**src/hdl/ome_pkg.sv**
```systemverilog
// ----------------------------------------------------------------------------
// ome_pkg
// Types, constants and the term program for the outer/middle ear filter chain.
// ----------------------------------------------------------------------------
package ome_pkg;

  localparam int SAMPLE_BITS  = 24;
  localparam int SIGNAL_BITS  = 48;
  localparam int OUT_BITS     = 48;
  localparam int COEF_BITS    = 33;
  localparam int HALF_BITS    = SIGNAL_BITS / 2;
  localparam int PART_BITS    = HALF_BITS + 1;
  localparam int PROD_BITS    = COEF_BITS + PART_BITS;
  localparam int ACC_BITS     = SIGNAL_BITS + 40;
  localparam int CFG_BITS     = 32;
  localparam int CFG_IDX_BITS = 3;
  localparam int SAMPLE_SHIFT = 16;
  localparam int Q30_SHIFT    = 30;
  localparam int AR_SHIFT     = 8;
  localparam int TERM_BITS    = 5;
  localparam int LAST_TERM    = 20;

  localparam logic signed [COEF_BITS-1:0] ONE_Q30  = 33'sd1073741824;
  localparam logic signed [COEF_BITS-1:0] GAIN_Q30 = 33'sd1909412977;
  localparam logic signed [COEF_BITS-1:0] HP_B0    = 33'sd932450869;
  localparam logic signed [COEF_BITS-1:0] HP_B1    = -33'sd1864901738;
  localparam logic signed [COEF_BITS-1:0] HP_NA1   = 33'sd1846228435;
  localparam logic signed [COEF_BITS-1:0] HP_NA2   = -33'sd809833218;

  localparam logic signed [ACC_BITS-1:0] Q30_HALF = ACC_BITS'(1) <<< (Q30_SHIFT - 1);
  localparam logic signed [ACC_BITS-1:0] AR_HALF  = ACC_BITS'(1) <<< (AR_SHIFT - 1);

  localparam logic signed [SIGNAL_BITS-1:0] SIG_MAX = {1'b0, {(SIGNAL_BITS-1){1'b1}}};
  localparam logic signed [SIGNAL_BITS-1:0] SIG_MIN = {1'b1, {(SIGNAL_BITS-1){1'b0}}};

  localparam logic signed [31:0] RST_CONCHA_B0 = 32'sd104024000;
  localparam logic signed [31:0] RST_CONCHA_A1 = -32'sd1851177000;
  localparam logic signed [31:0] RST_CONCHA_A2 = 32'sd865710000;
  localparam logic signed [31:0] RST_CANAL_B0  = 32'sd57951000;
  localparam logic signed [31:0] RST_CANAL_A1  = -32'sd1800800000;
  localparam logic signed [31:0] RST_CANAL_A2  = 32'sd957862000;
  localparam logic [23:0]        RST_AR_SCALE  = 24'd549756;
  localparam logic [30:0]        RST_LP_ALPHA  = 31'd1529870;

  typedef enum logic [CFG_IDX_BITS-1:0] {
    CFG_CONCHA_B0, CFG_CONCHA_A1, CFG_CONCHA_A2,
    CFG_CANAL_B0,  CFG_CANAL_A1,  CFG_CANAL_A2,
    CFG_AR_SCALE,  CFG_LP_ALPHA
  } cfg_idx_t;

  typedef enum logic [2:0] {
    STG_NX, STG_CONCHA, STG_ECIN, STG_CANAL, STG_ECOUT, STG_AR, STG_HP, STG_LP
  } stage_t;

  typedef enum logic [4:0] {
    C_NEG_ONE, C_ONE, C_GAIN, C_CB0, C_NCB0, C_NCA1, C_NCA2,
    C_KB0, C_NKB0, C_NKA1, C_NKA2, C_AR, C_HPB0, C_HPB1,
    C_HPNA1, C_HPNA2, C_ALPHA, C_ONE_M_ALPHA
  } coef_sel_t;

  typedef enum logic [3:0] {
    X_SAMPLE, X_WORK, X_CIN1, X_COUT0, X_COUT1, X_KIN0, X_KIN1,
    X_KOUT0, X_KOUT1, X_SIN0, X_SIN1, X_VEL0, X_VEL1, X_DISP
  } opnd_sel_t;

  typedef enum logic [2:0] {
    ST_IDLE, ST_LO, ST_HI, ST_DRAIN, ST_FINISH, ST_OUT
  } state_t;

  typedef struct packed {
    coef_sel_t coef;
    opnd_sel_t opnd;
    logic      last;
  } term_t;

  typedef struct packed {
    logic      load_in;
    logic      mul;
    logic      hi;
    coef_sel_t coef;
    opnd_sel_t opnd;
    logic      finish;
    stage_t    stage;
    logic      load_out;
  } cmd_t;

  function automatic term_t term_of(input logic [TERM_BITS-1:0] idx);
    term_t t;
    t = '{coef: C_ONE, opnd: X_WORK, last: 1'b1};
    case (idx)
      5'd0:  t = '{coef: C_NEG_ONE,     opnd: X_SAMPLE, last: 1'b1};
      5'd1:  t = '{coef: C_CB0,         opnd: X_WORK,   last: 1'b0};
      5'd2:  t = '{coef: C_NCB0,        opnd: X_CIN1,   last: 1'b0};
      5'd3:  t = '{coef: C_NCA1,        opnd: X_COUT0,  last: 1'b0};
      5'd4:  t = '{coef: C_NCA2,        opnd: X_COUT1,  last: 1'b1};
      5'd5:  t = '{coef: C_GAIN,        opnd: X_COUT0,  last: 1'b0};
      5'd6:  t = '{coef: C_NEG_ONE,     opnd: X_SAMPLE, last: 1'b1};
      5'd7:  t = '{coef: C_KB0,         opnd: X_WORK,   last: 1'b0};
      5'd8:  t = '{coef: C_NKB0,        opnd: X_KIN1,   last: 1'b0};
      5'd9:  t = '{coef: C_NKA1,        opnd: X_KOUT0,  last: 1'b0};
      5'd10: t = '{coef: C_NKA2,        opnd: X_KOUT1,  last: 1'b1};
      5'd11: t = '{coef: C_GAIN,        opnd: X_WORK,   last: 1'b0};
      5'd12: t = '{coef: C_ONE,         opnd: X_KIN0,   last: 1'b1};
      5'd13: t = '{coef: C_AR,          opnd: X_WORK,   last: 1'b1};
      5'd14: t = '{coef: C_HPB0,        opnd: X_WORK,   last: 1'b0};
      5'd15: t = '{coef: C_HPB1,        opnd: X_SIN0,   last: 1'b0};
      5'd16: t = '{coef: C_HPB0,        opnd: X_SIN1,   last: 1'b0};
      5'd17: t = '{coef: C_HPNA1,       opnd: X_VEL0,   last: 1'b0};
      5'd18: t = '{coef: C_HPNA2,       opnd: X_VEL1,   last: 1'b1};
      5'd19: t = '{coef: C_ALPHA,       opnd: X_WORK,   last: 1'b0};
      5'd20: t = '{coef: C_ONE_M_ALPHA, opnd: X_DISP,   last: 1'b1};
      default: t = '{coef: C_ONE, opnd: X_WORK, last: 1'b1};
    endcase
    return t;
  endfunction

endpackage

```
**src/hdl/ome_ctrl.sv**
```systemverilog
// ----------------------------------------------------------------------------
// ome_ctrl
// Sequencer: walks the term program, issues multiply, finish and transfer
// commands to the datapath.
// ----------------------------------------------------------------------------
module ome_ctrl (
  input  logic            clk,
  input  logic            rst,
  input  logic            s_tvalid,
  output logic            s_tready,
  output logic            m_tvalid,
  input  logic            m_tready,
  output ome_pkg::cmd_t   cmd
);

  ome_pkg::state_t                 state;
  ome_pkg::state_t                 state_next;
  logic [ome_pkg::TERM_BITS-1:0]   term;
  ome_pkg::stage_t                 stage;
  ome_pkg::term_t                  cur;
  logic                            out_free;

  assign cur      = ome_pkg::term_of(term);
  assign out_free = !m_tvalid || m_tready;

  always_comb begin
    state_next = state;
    unique case (state)
      ome_pkg::ST_IDLE:   if (s_tvalid) state_next = ome_pkg::ST_LO;
      ome_pkg::ST_LO:     state_next = ome_pkg::ST_HI;
      ome_pkg::ST_HI:     state_next = cur.last ? ome_pkg::ST_DRAIN : ome_pkg::ST_LO;
      ome_pkg::ST_DRAIN:  state_next = ome_pkg::ST_FINISH;
      ome_pkg::ST_FINISH: begin
        state_next = (stage == ome_pkg::STG_LP) ? ome_pkg::ST_OUT : ome_pkg::ST_LO;
      end
      ome_pkg::ST_OUT:    if (out_free) state_next = ome_pkg::ST_IDLE;
      default:            state_next = ome_pkg::ST_IDLE;
    endcase
  end

  always_comb begin
    s_tready     = (state == ome_pkg::ST_IDLE);
    cmd.load_in  = (state == ome_pkg::ST_IDLE) && s_tvalid;
    cmd.mul      = (state == ome_pkg::ST_LO) || (state == ome_pkg::ST_HI);
    cmd.hi       = (state == ome_pkg::ST_HI);
    cmd.coef     = cur.coef;
    cmd.opnd     = cur.opnd;
    cmd.finish   = (state == ome_pkg::ST_FINISH);
    cmd.stage    = stage;
    cmd.load_out = (state == ome_pkg::ST_OUT) && out_free;
  end

  always_ff @(posedge clk) begin
    if (rst) begin
      state    <= ome_pkg::ST_IDLE;
      term     <= '0;
      stage    <= ome_pkg::STG_NX;
      m_tvalid <= 1'b0;
    end else begin
      state <= state_next;
      if (cmd.load_in) begin
        term  <= '0;
        stage <= ome_pkg::STG_NX;
      end else if ((state == ome_pkg::ST_HI && !cur.last) ||
                   (state == ome_pkg::ST_FINISH && stage != ome_pkg::STG_LP)) begin
        term <= term + 1'b1;
      end
      if (state == ome_pkg::ST_FINISH && stage != ome_pkg::STG_LP) begin
        stage <= ome_pkg::stage_t'(stage + 1'b1);
      end
      if (cmd.load_out) begin
        m_tvalid <= 1'b1;
      end else if (m_tready) begin
        m_tvalid <= 1'b0;
      end
    end
  end

  a_start: assert property (@(posedge clk) disable iff (rst)
    (s_tvalid && s_tready) |=> (state == ome_pkg::ST_LO && term == '0 &&
                                stage == ome_pkg::STG_NX))
    else $error("sequencer did not start at the first term");

  a_end: assert property (@(posedge clk) disable iff (rst)
    (state == ome_pkg::ST_FINISH && stage == ome_pkg::STG_LP) |=>
      (state == ome_pkg::ST_OUT && term == ome_pkg::TERM_BITS'(ome_pkg::LAST_TERM)))
    else $error("program ended off the last term");

  a_result: assert property (@(posedge clk) disable iff (rst)
    $rose(m_tvalid) |-> ($past(state) == ome_pkg::ST_OUT))
    else $error("result raised outside the output step");

endmodule

```
**config.mk**
```make
export PLATFORM = sky130hd
export DESIGN_NAME = ome_ctrl
export DESIGN_NICKNAME = d
export VERILOG_FILES = /design/src/hdl/ome_pkg.sv /design/src/hdl/ome_ctrl.sv
export SDC_FILE = /design/constraint.sdc
export NUM_CORES = 1
export LEC_CHECK = 0
export BUFFER_PORTS_ARGS = -buffer_cell sky130_fd_sc_hd__buf_2
export CAP_MARGIN = 10
export CORE_MARGIN = 4
export CORE_UTILIZATION = 59
export CTS_BUF_LIST = sky130_fd_sc_hd__clkbuf_8
export CTS_CLUSTER_DIAMETER = 100
export DETAILED_ROUTE_END_ITERATION = 6
export HOLD_SLACK_MARGIN = 0.12
export PLACE_DENSITY = 0.93
export SLEW_MARGIN = 20
export SYNTH_ARGS = -nofsm -noshare
export SYNTH_HDL_FRONTEND = slang
export SYNTH_SLANG_ARGS = --single-unit
```
**constraint.sdc**
```tcl
create_clock -name clk -period 3.42 [get_ports clk]
set_input_delay 0.171 -clock clk [delete_from_list [all_inputs] [get_ports clk]]
set_output_delay 0.171 -clock clk [all_outputs]
set_load 0.01 [all_outputs]
```
==> results_dict.tcl, run 1 <==
set metrics [dict create \
    outcome "complete, no violations" \
    ys_types 55 \
    nFillCells 203 \
    syn_area_um2 1550 \
    ios 23 \
    grt_max_degree 15 \
    fp.dieArea_um2 3500 \
    routabilityCongestion 1.00 \
    timing.final.crit_share_pct 91.7 \
    layout-drive-gt1-share_pct 24.6 \
    groute.usage.overall_pct 20.6 \
    max_clock_freq_ghz 0.319 \
    sequentialPowerShare_pct 47.5 \
    setup_tns_ns 0 \
    areaGrowthSynthToFinish_pct 4.53 \
    dp_hpwl_um 2410 \
    relative_slew_slack_pct 66.5 \
    rr_endpoint "cur[2]" \
    tritoncts "done" \
    largest_fanout_of_any_net_on_the_critical_path 14 \
    reg2regPathDepth 8 \
    holdPathEnd "state[2]" \
    timing.clock.skew_ns 0.00564 \
    worstHoldPathType "in2reg" \
    post_synth.cell_area_avg_um2 8.88 \
    route.detailed.vias_per_inst 6.14 \
    postRouteAntennaNets 0 \
    cellInternalPower_w 0.000440 \
    criticalPathCategory "reg2reg" \
    power.density_cell_area_nw_per_um2 351 \
    finalCriticalPeriod_ns 3.14 \
    sw_frac_of_total_pct 22.3 \
    portBuffers 22 \
    critPathRequiredTime_ns 3.60 \
    worstHoldStart "rst" \
    drc 0 \
    cts_max_path_buffers 2 \
    cts.clk_slew.worst_paths_ns 0.08 \
    first_pass_grt_wire_length_um 5410 \
    syn_inst 174 \
    layout.cells.most_common_list "dfxtp_1 (22), buf_2 (22), nand2_1 (17)" \
    vias_in_the_first_global_route 1169 \
    cts_buffers 3 \
    cts.sinks 22 \
    antenna_found_initial 0 \
    num_rows 18 \
    fin_nets 198 \
    synth-edff-count 0 \
    cts_hold_buffers 0 \
    hold_slack_ns 0.217 \
    initial_util_pct 62.4 \
    p_clk_share_pct 42.9 \
    switchingPower_w 0.000127 \
    number_of_warning_messages_in_the_yosys_log 0 \
    ys_seq_area_share_pct 28.5 \
    critPathLaunch "stage[0]" \
    r2r-start "stage[0]" \
    hold_violation_count_in_the_final_report 0 \
    cp-start-kind "flop" \
    grt_setup_unrepaired "no" \
    ir_worst_vdd_mv 0.320 \
    ctsResizeCount 0 \
    drt_pass1_iterations 4 \
    total_leakage_power_nw 0.733 \
    critPathSlowestCell "or4b_1" \
    route.detailed.wl_per_inst_um 15.6 \
    async_flop_share_pct 0 \
    htree_levels 1 \
    clock_latency_ns 0.27 \
    drv_cap 0 \
    worst-slew-pin-transition_ns 0.499 \
    die_extent_in_x_um 59.2 \
    critPathCaptureType "flop" \
    synth-seq-cells 22 \
    totalWireLength_um 3330 \
    clockRootBuffer "clkbuf_8" \
    num_vias 1308 \
    initialDrtViolationCount 96 \
    grt.overflow.total 0 \
    core_box_area_um2 2480 \
    cp.arrival_ns 3.32 \
    die_ht_um 59.2 \
    worstPathCellList "ha_1, ha_1, or4b_1, a21oi_2, mux2i_4, clkinv_4, or4_4, o311ai_1" \
    synth_ff_type "dfxtp_1" \
    flop2flop_setup_slack_ns 0.28 \
    postCtsSetupBuffers 0 \
    cpPeakStageDelay_ns 0.68 \
    slew_violations 0 \
    finalSetupViolCount 0 \
    power_frac_comb_pct 9.6 \
    min_delay_path_depth 2 \
    cp_common_cell "ha_1" \
    mappedNetlistNets 188 \
    insertedDiodeCount 0 \
]
==> state kept, by name, indices dropped and copies added, names as in the netlist <==
signal and flops:
m_tvalid 1, cur 10, term 5, state 3
stage 3
==> area by class of cell <==
type | instances | area [µm²] | area share, %
clock buffer | 3 | 41.3 | 2.56
clock inverter | 1 | 30.0 | 1.86
inverter | 13 | 66.3 | 4.11
multi-input combinational | 121 | 882 | 54.6
sequential | 22 | 440 | 27.3
tap | 30 | 37.5 | 2.32
timing repair buffer | 23 | 118 | 7.28
==> worst max-delay path by stage <==
stage	end	slack [ns]	cells after the start
floorplan	cur[6]	0.50	11
global placement	cur[2]	0.47	8
detailed placement	cur[2]	0.37	8
CTS	cur[2]	0.31	8
global route	cur[2]	0.15	8
finish	cur[2]	0.28	8
==> metal layers <==
layer	share of wire, %	vias up	GRT usage, %	wire length, µm
met5	0	-	0	0
met2	48	71	33.1	1620
li1	-	625	-	-
met3	6.7	18	5.01	224
met4	3.7	0	12.3	123
met1	41	594	24.6	1370
==> synthesized netlist by cell type, types with 2 or more instances <==
| cell | number | area (µm²) |
|---|---|---|
| o21a_1 | 2 | 15.0 |
| a211oi_2 | 2 | 25.0 |
| nor3_1 | 11 | 55.1 |
| o21ai_0 | 2 | 10.0 |
| ha_1 | 10 | 125 |
| mux2i_1 | 4 | 40.0 |
| nor3b_1 | 2 | 15.0 |
| a211o_1 | 2 | 17.5 |
| xnor2_1 | 2 | 17.5 |
| nand3_1 | 7 | 35.0 |
| o21ai_1 | 2 | 10.0 |
| nand2_1 | 17 | 63.8 |
| buf_4 | 9 | 67.6 |
| a21boi_0 | 2 | 15.0 |
| or4b_1 | 2 | 20.0 |
| o31ai_1 | 2 | 15.0 |
| o221ai_1 | 2 | 17.5 |
| buf_6 | 3 | 33.8 |
| o22ai_1 | 3 | 18.8 |
| a21oi_1 | 10 | 50.1 |
| nand2b_1 | 4 | 25.0 |
| inv_1 | 10 | 37.5 |
| dfxtp_1 | 22 | 440 |
| buf_2 | 2 | 10.0 |
| nor2_1 | 10 | 37.5 |
==> logic make-up (layout without fill, tap and decap cells) <==
family	Yosys count	after routing	synth area share, %
multiplexers	7	7	5.75
AND/OR/NAND/NOR	61	61	21.0
adder cells (fa/ha/maj)	11	11	8.74
XOR/XNOR	3	3	2.92
buffers and inverters	31	40	14.4
flip-flops	22	22	28.5
AO/OA/AOI/OAI	39	39	18.7
==> metrics by stage <==
| stage | std cells | total power, W | setup slack, ns | util [%] | area [µm²] |
|---|---|---|---|---|---|
| after floorplan | 174 | 0.000320 | 0.503 | - | 1550 |
| after global placement | 209 | 0.000326 | 0.472 | 62.3 | 1540 |
| after global routing | 213 | 0.000588 | 0.149 | 65.2 | 1620 |
| after detailed placement | 209 | 0.000329 | 0.369 | 62.3 | 1540 |
| after CTS | 213 | 0.000572 | 0.308 | 65.2 | 1620 |
| final | 213 | 0.000567 | 0.285 | 65.2 | 1620 |
==> power groups by stage <==
stage / clock network, W / registers (W) / logic, W
3_3_place_gp: 0 / 0.000274 / 0.0000517
3_5_place_dp: 0 / 0.000276 / 0.0000536
4_1_cts: 0.000248 / 0.000270 / 0.0000545
6_report: 0.000243 / 0.000269 / 0.0000544
2_1_floorplan: 0 / 0.000268 / 0.0000519
5_1_grt: 0.000260 / 0.000271 / 0.0000581
==> critical path: cells and delay by family (launching register included) <==
kind / cells / cell delay [ns]
buf+inv: 1 / 0.19
flops: 1 / 0.35
simple gates: 2 / 1.24
fa+ha+maj: 2 / 0.44
mux: 1 / 0.46
compound gates: 2 / 0.38
(Power assumes the default switching activity.)
==> run 2, diff against run 1 <==
ABC_AREA = 1   (was unset)
CORE_ASPECT_RATIO = 1.5   (was unset)
CORE_UTILIZATION = 58   (was 59)
PLACE_DENSITY = 0.92   (was 0.93)
==> results_dict.tcl, run 2 <==
set metrics [dict create \
    netlist_top_cells_area "dfxtp_1 (31%), nand2_1 (13%), ha_1 (8.7%), inv_1 (7.6%), nand3_1 (7.0%)" \
    worst-slew-pin-transition_ns 0.315 \
    yosys-mux-area-fraction_pct 0 \
    portBuffers 22 \
    first_pass_grt_wire_length_um 4910 \
    worstPathCellList "ha_1, ha_1, inv_1, nand3_4, nand2_4, xor2_1, nand2_1, ha_1, inv_1, nand2_1, o21ai_1, nand3_1" \
    hold_slack_ns 0.168 \
    finalSetupViolCount 0 \
    outcome "complete, no violations" \
    met1_usage_pct 18.7 \
    synth_top_cell_by_area "dfxtp_1" \
    slew_violations 0 \
    ys_types 27 \
    async_flop_share_pct 0 \
    post_synth_and_or_nand_nor_area_fraction_pct 38.0 \
    fp.dieArea_um2 3360 \
    drc 0 \
    worstHoldPathType "in2reg" \
    nFillCells 186 \
    drt_pass1_iterations 4 \
    timing.final.crit_share_pct 71.5 \
    areaGrowthSynthToFinish_pct 9.13 \
    combinational_family_with_the_most_area_after_synthesis "simple AND/OR/NAND/NOR gates" \
    critPathCaptureType "flop" \
    number_of_warning_messages_in_the_yosys_log 0 \
    largest_fanout_of_any_net_on_the_critical_path 8 \
    layout_commonest_cell "nand2_1" \
    vias_in_the_first_global_route 1151 \
    num_vias 1231 \
    layoutNonFillerInstCount 231 \
    place_inst 227 \
    cp.arrival_ns 2.59 \
    cp_common_cell "ha_1" \
    route.detailed.vias_per_inst 5.33 \
    drv_cap 0 \
    grt_setup_unrepaired "no" \
    initialDrtViolationCount 54 \
    gr_layer_usage_met3_pct 1.29 \
    synth-seq-cells 22 \
    syn_inst 192 \
    layout.cells.most_common_list "nand2_1 (48), inv_1 (29), dfxtp_1 (22), buf_2 (22), nand3_1 (20)" \
    ys_seq_area_share_pct 30.6 \
    ios 23 \
    routabilityCongestion 0.926 \
    finalCriticalPeriod_ns 2.45 \
    power.density_cell_area_nw_per_um2 390 \
    fin_nets 223 \
    cts_buffers 3 \
    totalWireLength_um 2860 \
    htree_levels 1 \
    insertedDiodeCount 0 \
    ys_top_cells_by_count "nand2_1 (48), inv_1 (29), dfxtp_1 (22)" \
    synth_xor_xnor_area_share_pct 1.83 \
    library_cell_with_the_highest_instance_count_after_synthesis "nand2_1" \
    die_extent_in_x_um 48.7 \
    postRouteAntennaNets 0 \
    post_synth.cell_area_avg_um2 7.49 \
    cts.sinks 22 \
    cts_hold_buffers 0 \
    critPathSlowestCell "dfxtp_1" \
    postCtsSetupBuffers 0 \
    grt.met2_usage_pct 33.4 \
    synth-edff-count 0 \
    timing.final.ws_setup_ns 0.973 \
    cts_max_path_buffers 2 \
    dp_worst_setup_slack_ns 1.00 \
    clock_latency_ns 0.26 \
    max_clock_freq_ghz 0.409 \
    cp.buffers_inverters 2 \
    tritoncts "done" \
    hold_violation_count_in_the_final_report 0 \
    die_ht_um 69 \
    synth_compound_area_share_pct 6.00 \
    cpPeakStageDelay_ns 0.34 \
    critPathRequiredTime_ns 3.56 \
    relative_slew_slack_pct 78.9 \
    critical-path-top-delay-family "simple AND/OR/NAND/NOR gates" \
    core_box_area_um2 2310 \
    syn_area_um2 1440 \
    mappedNetlistNets 206 \
    criticalPathCategory "reg2reg" \
    synth_ff_type "dfxtp_1" \
    grt.overflow.total 0 \
    synthDominantCellAreaShare_pct 30.6 \
    groute.usage.overall_pct 17.7 \
    num_rows 21 \
    busiest_layer "met2" \
    ctsResizeCount 0 \
    cp-start-kind "flop" \
    grt_max_degree 16 \
    cts.clk_slew.worst_paths_ns 0.08 \
    adder_cell_fraction_of_synth_area_pct 8.70 \
    largest_reg_flops 10 \
    clockRootBuffer "clkbuf_8" \
    ir_worst_vdd_mv 0.401 \
    setup_tns_ns 0 \
    dp_hpwl_um 2180 \
    layout-drive-gt1-share_pct 24.5 \
    initial_util_pct 62.2 \
    route.detailed.wl_per_inst_um 12.4 \
    antenna_found_initial 0 \
    total_leakage_power_nw 0.876 \
    timing.clock.skew_ns 0.00596 \
]
run 2: cell count changes after synthesis, moves of 4 or more:
cell	previous run	this run
a21oi_1	10	6
inv_1	10	29
mux2i_1	4	0
nand2_1	17	48
nand2_2	0	5
nand2b_1	4	0
nand3_1	7	20
nand3_2	0	5
nand3_4	0	5
nor2_1	10	6
nor3_1	11	1
run 2: worst paths after layout:
path	start	to	slack (ns)	cells after the start
max	stage[0]	cur[5]	0.97	12
min	rst	state[1]	0.17	2
max reg2reg	stage[0]	cur[5]	0.97	12
min reg2reg	stage[0]	stage[0]	0.49	1
run 2: metal layers:
layer  wire (µm)  up-vias  share of wire [%]
met4          53        0                1.9
met5           0        -                  0
met3         169        6                5.9
li1            -      623                  -
met2        1570       47                 55
met1        1070      555                 37
run 2: stage by stage:
step           util (%)  total power (W)  instance area, µm²
2_1_floorplan         -         0.000355                1440
3_3_place_gp       64.8         0.000373                1500
3_5_place_dp       64.8         0.000376                1500
4_1_cts            67.9         0.000612                1570
5_1_grt            67.9         0.000634                1570
6_report           67.9         0.000612                1570
run 2: cell type report:
class	count	area, µm²	area share (%)
inverters	34	135	8.61
clock inverters	1	30.0	1.91
well taps	23	28.8	1.83
repair buffers	22	110	7.01
flip-flops and latches	22	440	28.0
clock buffers	3	41.3	2.63
multi-input cells	126	785	50.0
run 2: worst register-to-register path, cell delays in order, from the launching register on:
cell	delay, ns
dfxtp_1	0.34
ha_1	0.20
ha_1	0.19
inv_1	0.09
nand3_4	0.13
nand2_4	0.15
xor2_1	0.24
nand2_1	0.22
ha_1	0.27
inv_1	0.07
nand2_1	0.07
o21ai_1	0.24
nand3_1	0.12
run 2: cell families after synthesis:
logic type | Yosys count
DFF | 22
xor gates and xnor gates | 3
buffers and inverters | 44
and+or+nand+nor | 97
AOI/OAI and AO/OA | 16
adders and majority gates | 10
run 2: power breakdown:
part | switching, W | internal [W]
Sequential | 0.00000923 | 0.000267
Combinational | 0.0000628 | 0.0000318
Clock | 0.0000855 | 0.000156
Total | 0.000158 | 0.000455
==> run 3, diff against run 2 <==
clock period = 2.37 ns   (was 3.42 ns; I/O delays follow)
==> results_dict.tcl, run 3 (synthesized netlist as in run 2, its figures left out) <==
set metrics [dict create \
    worstHoldStart "s_tvalid" \
    worstHoldPathType "in2reg" \
    cp-start-kind "flop" \
    r2r-start "stage[0]" \
    num_vias 1251 \
    fin_area_um2 1590 \
    dp_worst_setup_slack_ns 0.0411 \
    initialDrtViolationCount 55 \
    finalCriticalPeriod_ns 2.21 \
    critPathRequiredTime_ns 2.54 \
    route.detailed.vias_per_inst 5.35 \
    die_ht_um 69 \
    layout_commonest_cell "nand2_1" \
    detailed_place.area_um2 1510 \
    fin_nets 226 \
    insertedDiodeCount 0 \
    ios 23 \
    cts.clk_slew.worst_paths_ns 0.08 \
    timing.final.crit_share_pct 93.3 \
    grt_max_degree 16 \
    drc 0 \
    busiest_layer "met2" \
    relative_slew_slack_pct 79.5 \
    groute.usage.overall_pct 18.3 \
    criticalPathCategory "reg2reg" \
    worstPathCellList "ha_1, ha_1, inv_1, nand3_4, nand2_4, xor2_2, nand2_2, ha_1, inv_1, nand3_1, nand3_1, nand2_1, nand2_1, nand2_1" \
    gr_layer_usage_met3_pct 2.37 \
    initial_util_pct 62.2 \
    first_pass_grt_wire_length_um 4990 \
    dp_hpwl_um 2310 \
    clockRootBuffer "clkbuf_8" \
    outcome "complete, no violations" \
    postRouteAntennaNets 0 \
    place_inst 229 \
    critPathCaptureType "flop" \
    hold_slack_ns 0.143 \
    finalSetupViolCount 0 \
    slew_violations 0 \
    areaGrowthSynthToFinish_pct 10.7 \
    critPathSlowestCell "dfxtp_1" \
    cts_max_path_buffers 2 \
    cts_buffers 3 \
    tritoncts "done" \
    max_clock_freq_ghz 0.452 \
    grt.met2_usage_pct 33.7 \
    postCtsSetupBuffers 0 \
    total_leakage_power_nw 0.880 \
    htree_levels 1 \
    timing.final.ws_setup_ns 0.158 \
    grt.overflow.total 0 \
    drv_cap 0 \
    die_extent_in_x_um 48.7 \
    critPathLaunch "stage[0]" \
    cts.sinks 22 \
    timing.clock.skew_ns 0.00286 \
    layout.cells.most_common_list "nand2_1 (47), inv_1 (28), dfxtp_1 (22), buf_2 (22), nand3_1 (20)" \
    route.detailed.wl_per_inst_um 13.3 \
    hold_violation_count_in_the_final_report 0 \
    layoutNonFillerInstCount 234 \
    power.density_cell_area_nw_per_um2 510 \
    totalWireLength_um 3110 \
    largest_fanout_of_any_net_on_the_critical_path 7 \
    core_box_area_um2 2310 \
    routabilityCongestion 0.912 \
    num_rows 21 \
    portBuffers 22 \
    cp.arrival_ns 2.38 \
    largest_reg_flops 10 \
    fp.dieArea_um2 3360 \
    worst-slew-pin-transition_ns 0.307 \
    ir_worst_vdd_mv 0.298 \
    layout-drive-gt1-share_pct 27.0 \
    met1_usage_pct 18.4 \
    antenna_found_initial 0 \
    clock_latency_ns 0.27 \
    vias_in_the_first_global_route 1169 \
    drt_pass1_iterations 4 \
    cpPeakStageDelay_ns 0.33 \
]
## run 3: cell type report
class / instances / area [µm²]
Clock buffer: 4 / 55.1
Fill cell: 193 / 719
Inverter: 34 / 135
Multi-Input combinational cell: 126 / 798
Sequential cell: 22 / 440
Tap cell: 23 / 28.8
Timing Repair Buffer: 25 / 135
## run 3: worst max-delay path: cells and delay by family, from the launching register on
kind	cells	cell delay, ns
fa+ha+maj	3	0.70
simple gates	8	0.69
flops	1	0.33
xor+xnor	1	0.20
buf+inv	2	0.17
## run 3: path summary, 6_finish.rpt
check,end,slack (ns),cells after the start
min,state[0],0.14,3
max reg2reg,cur[7],0.16,14
max,cur[7],0.16,14
min reg2reg,stage[0],0.48,1
## run 3: through the flow
| stage | setup TNS (ns) | util (%) | total power, W |
|---|---|---|---|
| 6_report | 0 | 68.9 | 0.000812 |
| 3_5_place_dp | 0 | 65.5 | 0.000545 |
| 3_3_place_gp | 0 | 65.5 | 0.000540 |
| 2_1_floorplan | 0 | - | 0.000512 |
| 4_1_cts | 0 | 68.3 | 0.000810 |
| 5_1_grt | -0.00100 | 68.9 | 0.000840 |
## run 3: where the power goes
group / internal [W] / total, W / leakage, nW / switching, W
combinational: 0.0000485 / 0.000142 / 0.673 / 0.0000935
clock: 0.000148 / 0.000272 / 0.0288 / 0.000123
sequential: 0.000385 / 0.000399 / 0.178 / 0.0000141
total: 0.000582 / 0.000812 / 0.880 / 0.000231
## run 3: per-layer routing
layer | part of all wire [%] | routed length, µm
met3 | 5.1 | 158
met4 | 3.1 | 97
met5 | 0 | 0
met1 | 35 | 1090
met2 | 57 | 1760
## run 3: timing repair
| action | CTS | global route |
|---|---|---|
| endpoints found under the setup margin | 0 | 7 |
| hold endpoints to repair | 2 | 0 |
| hold buffers | 1 | 0 |
| gates resized for setup | 0 | 4 |
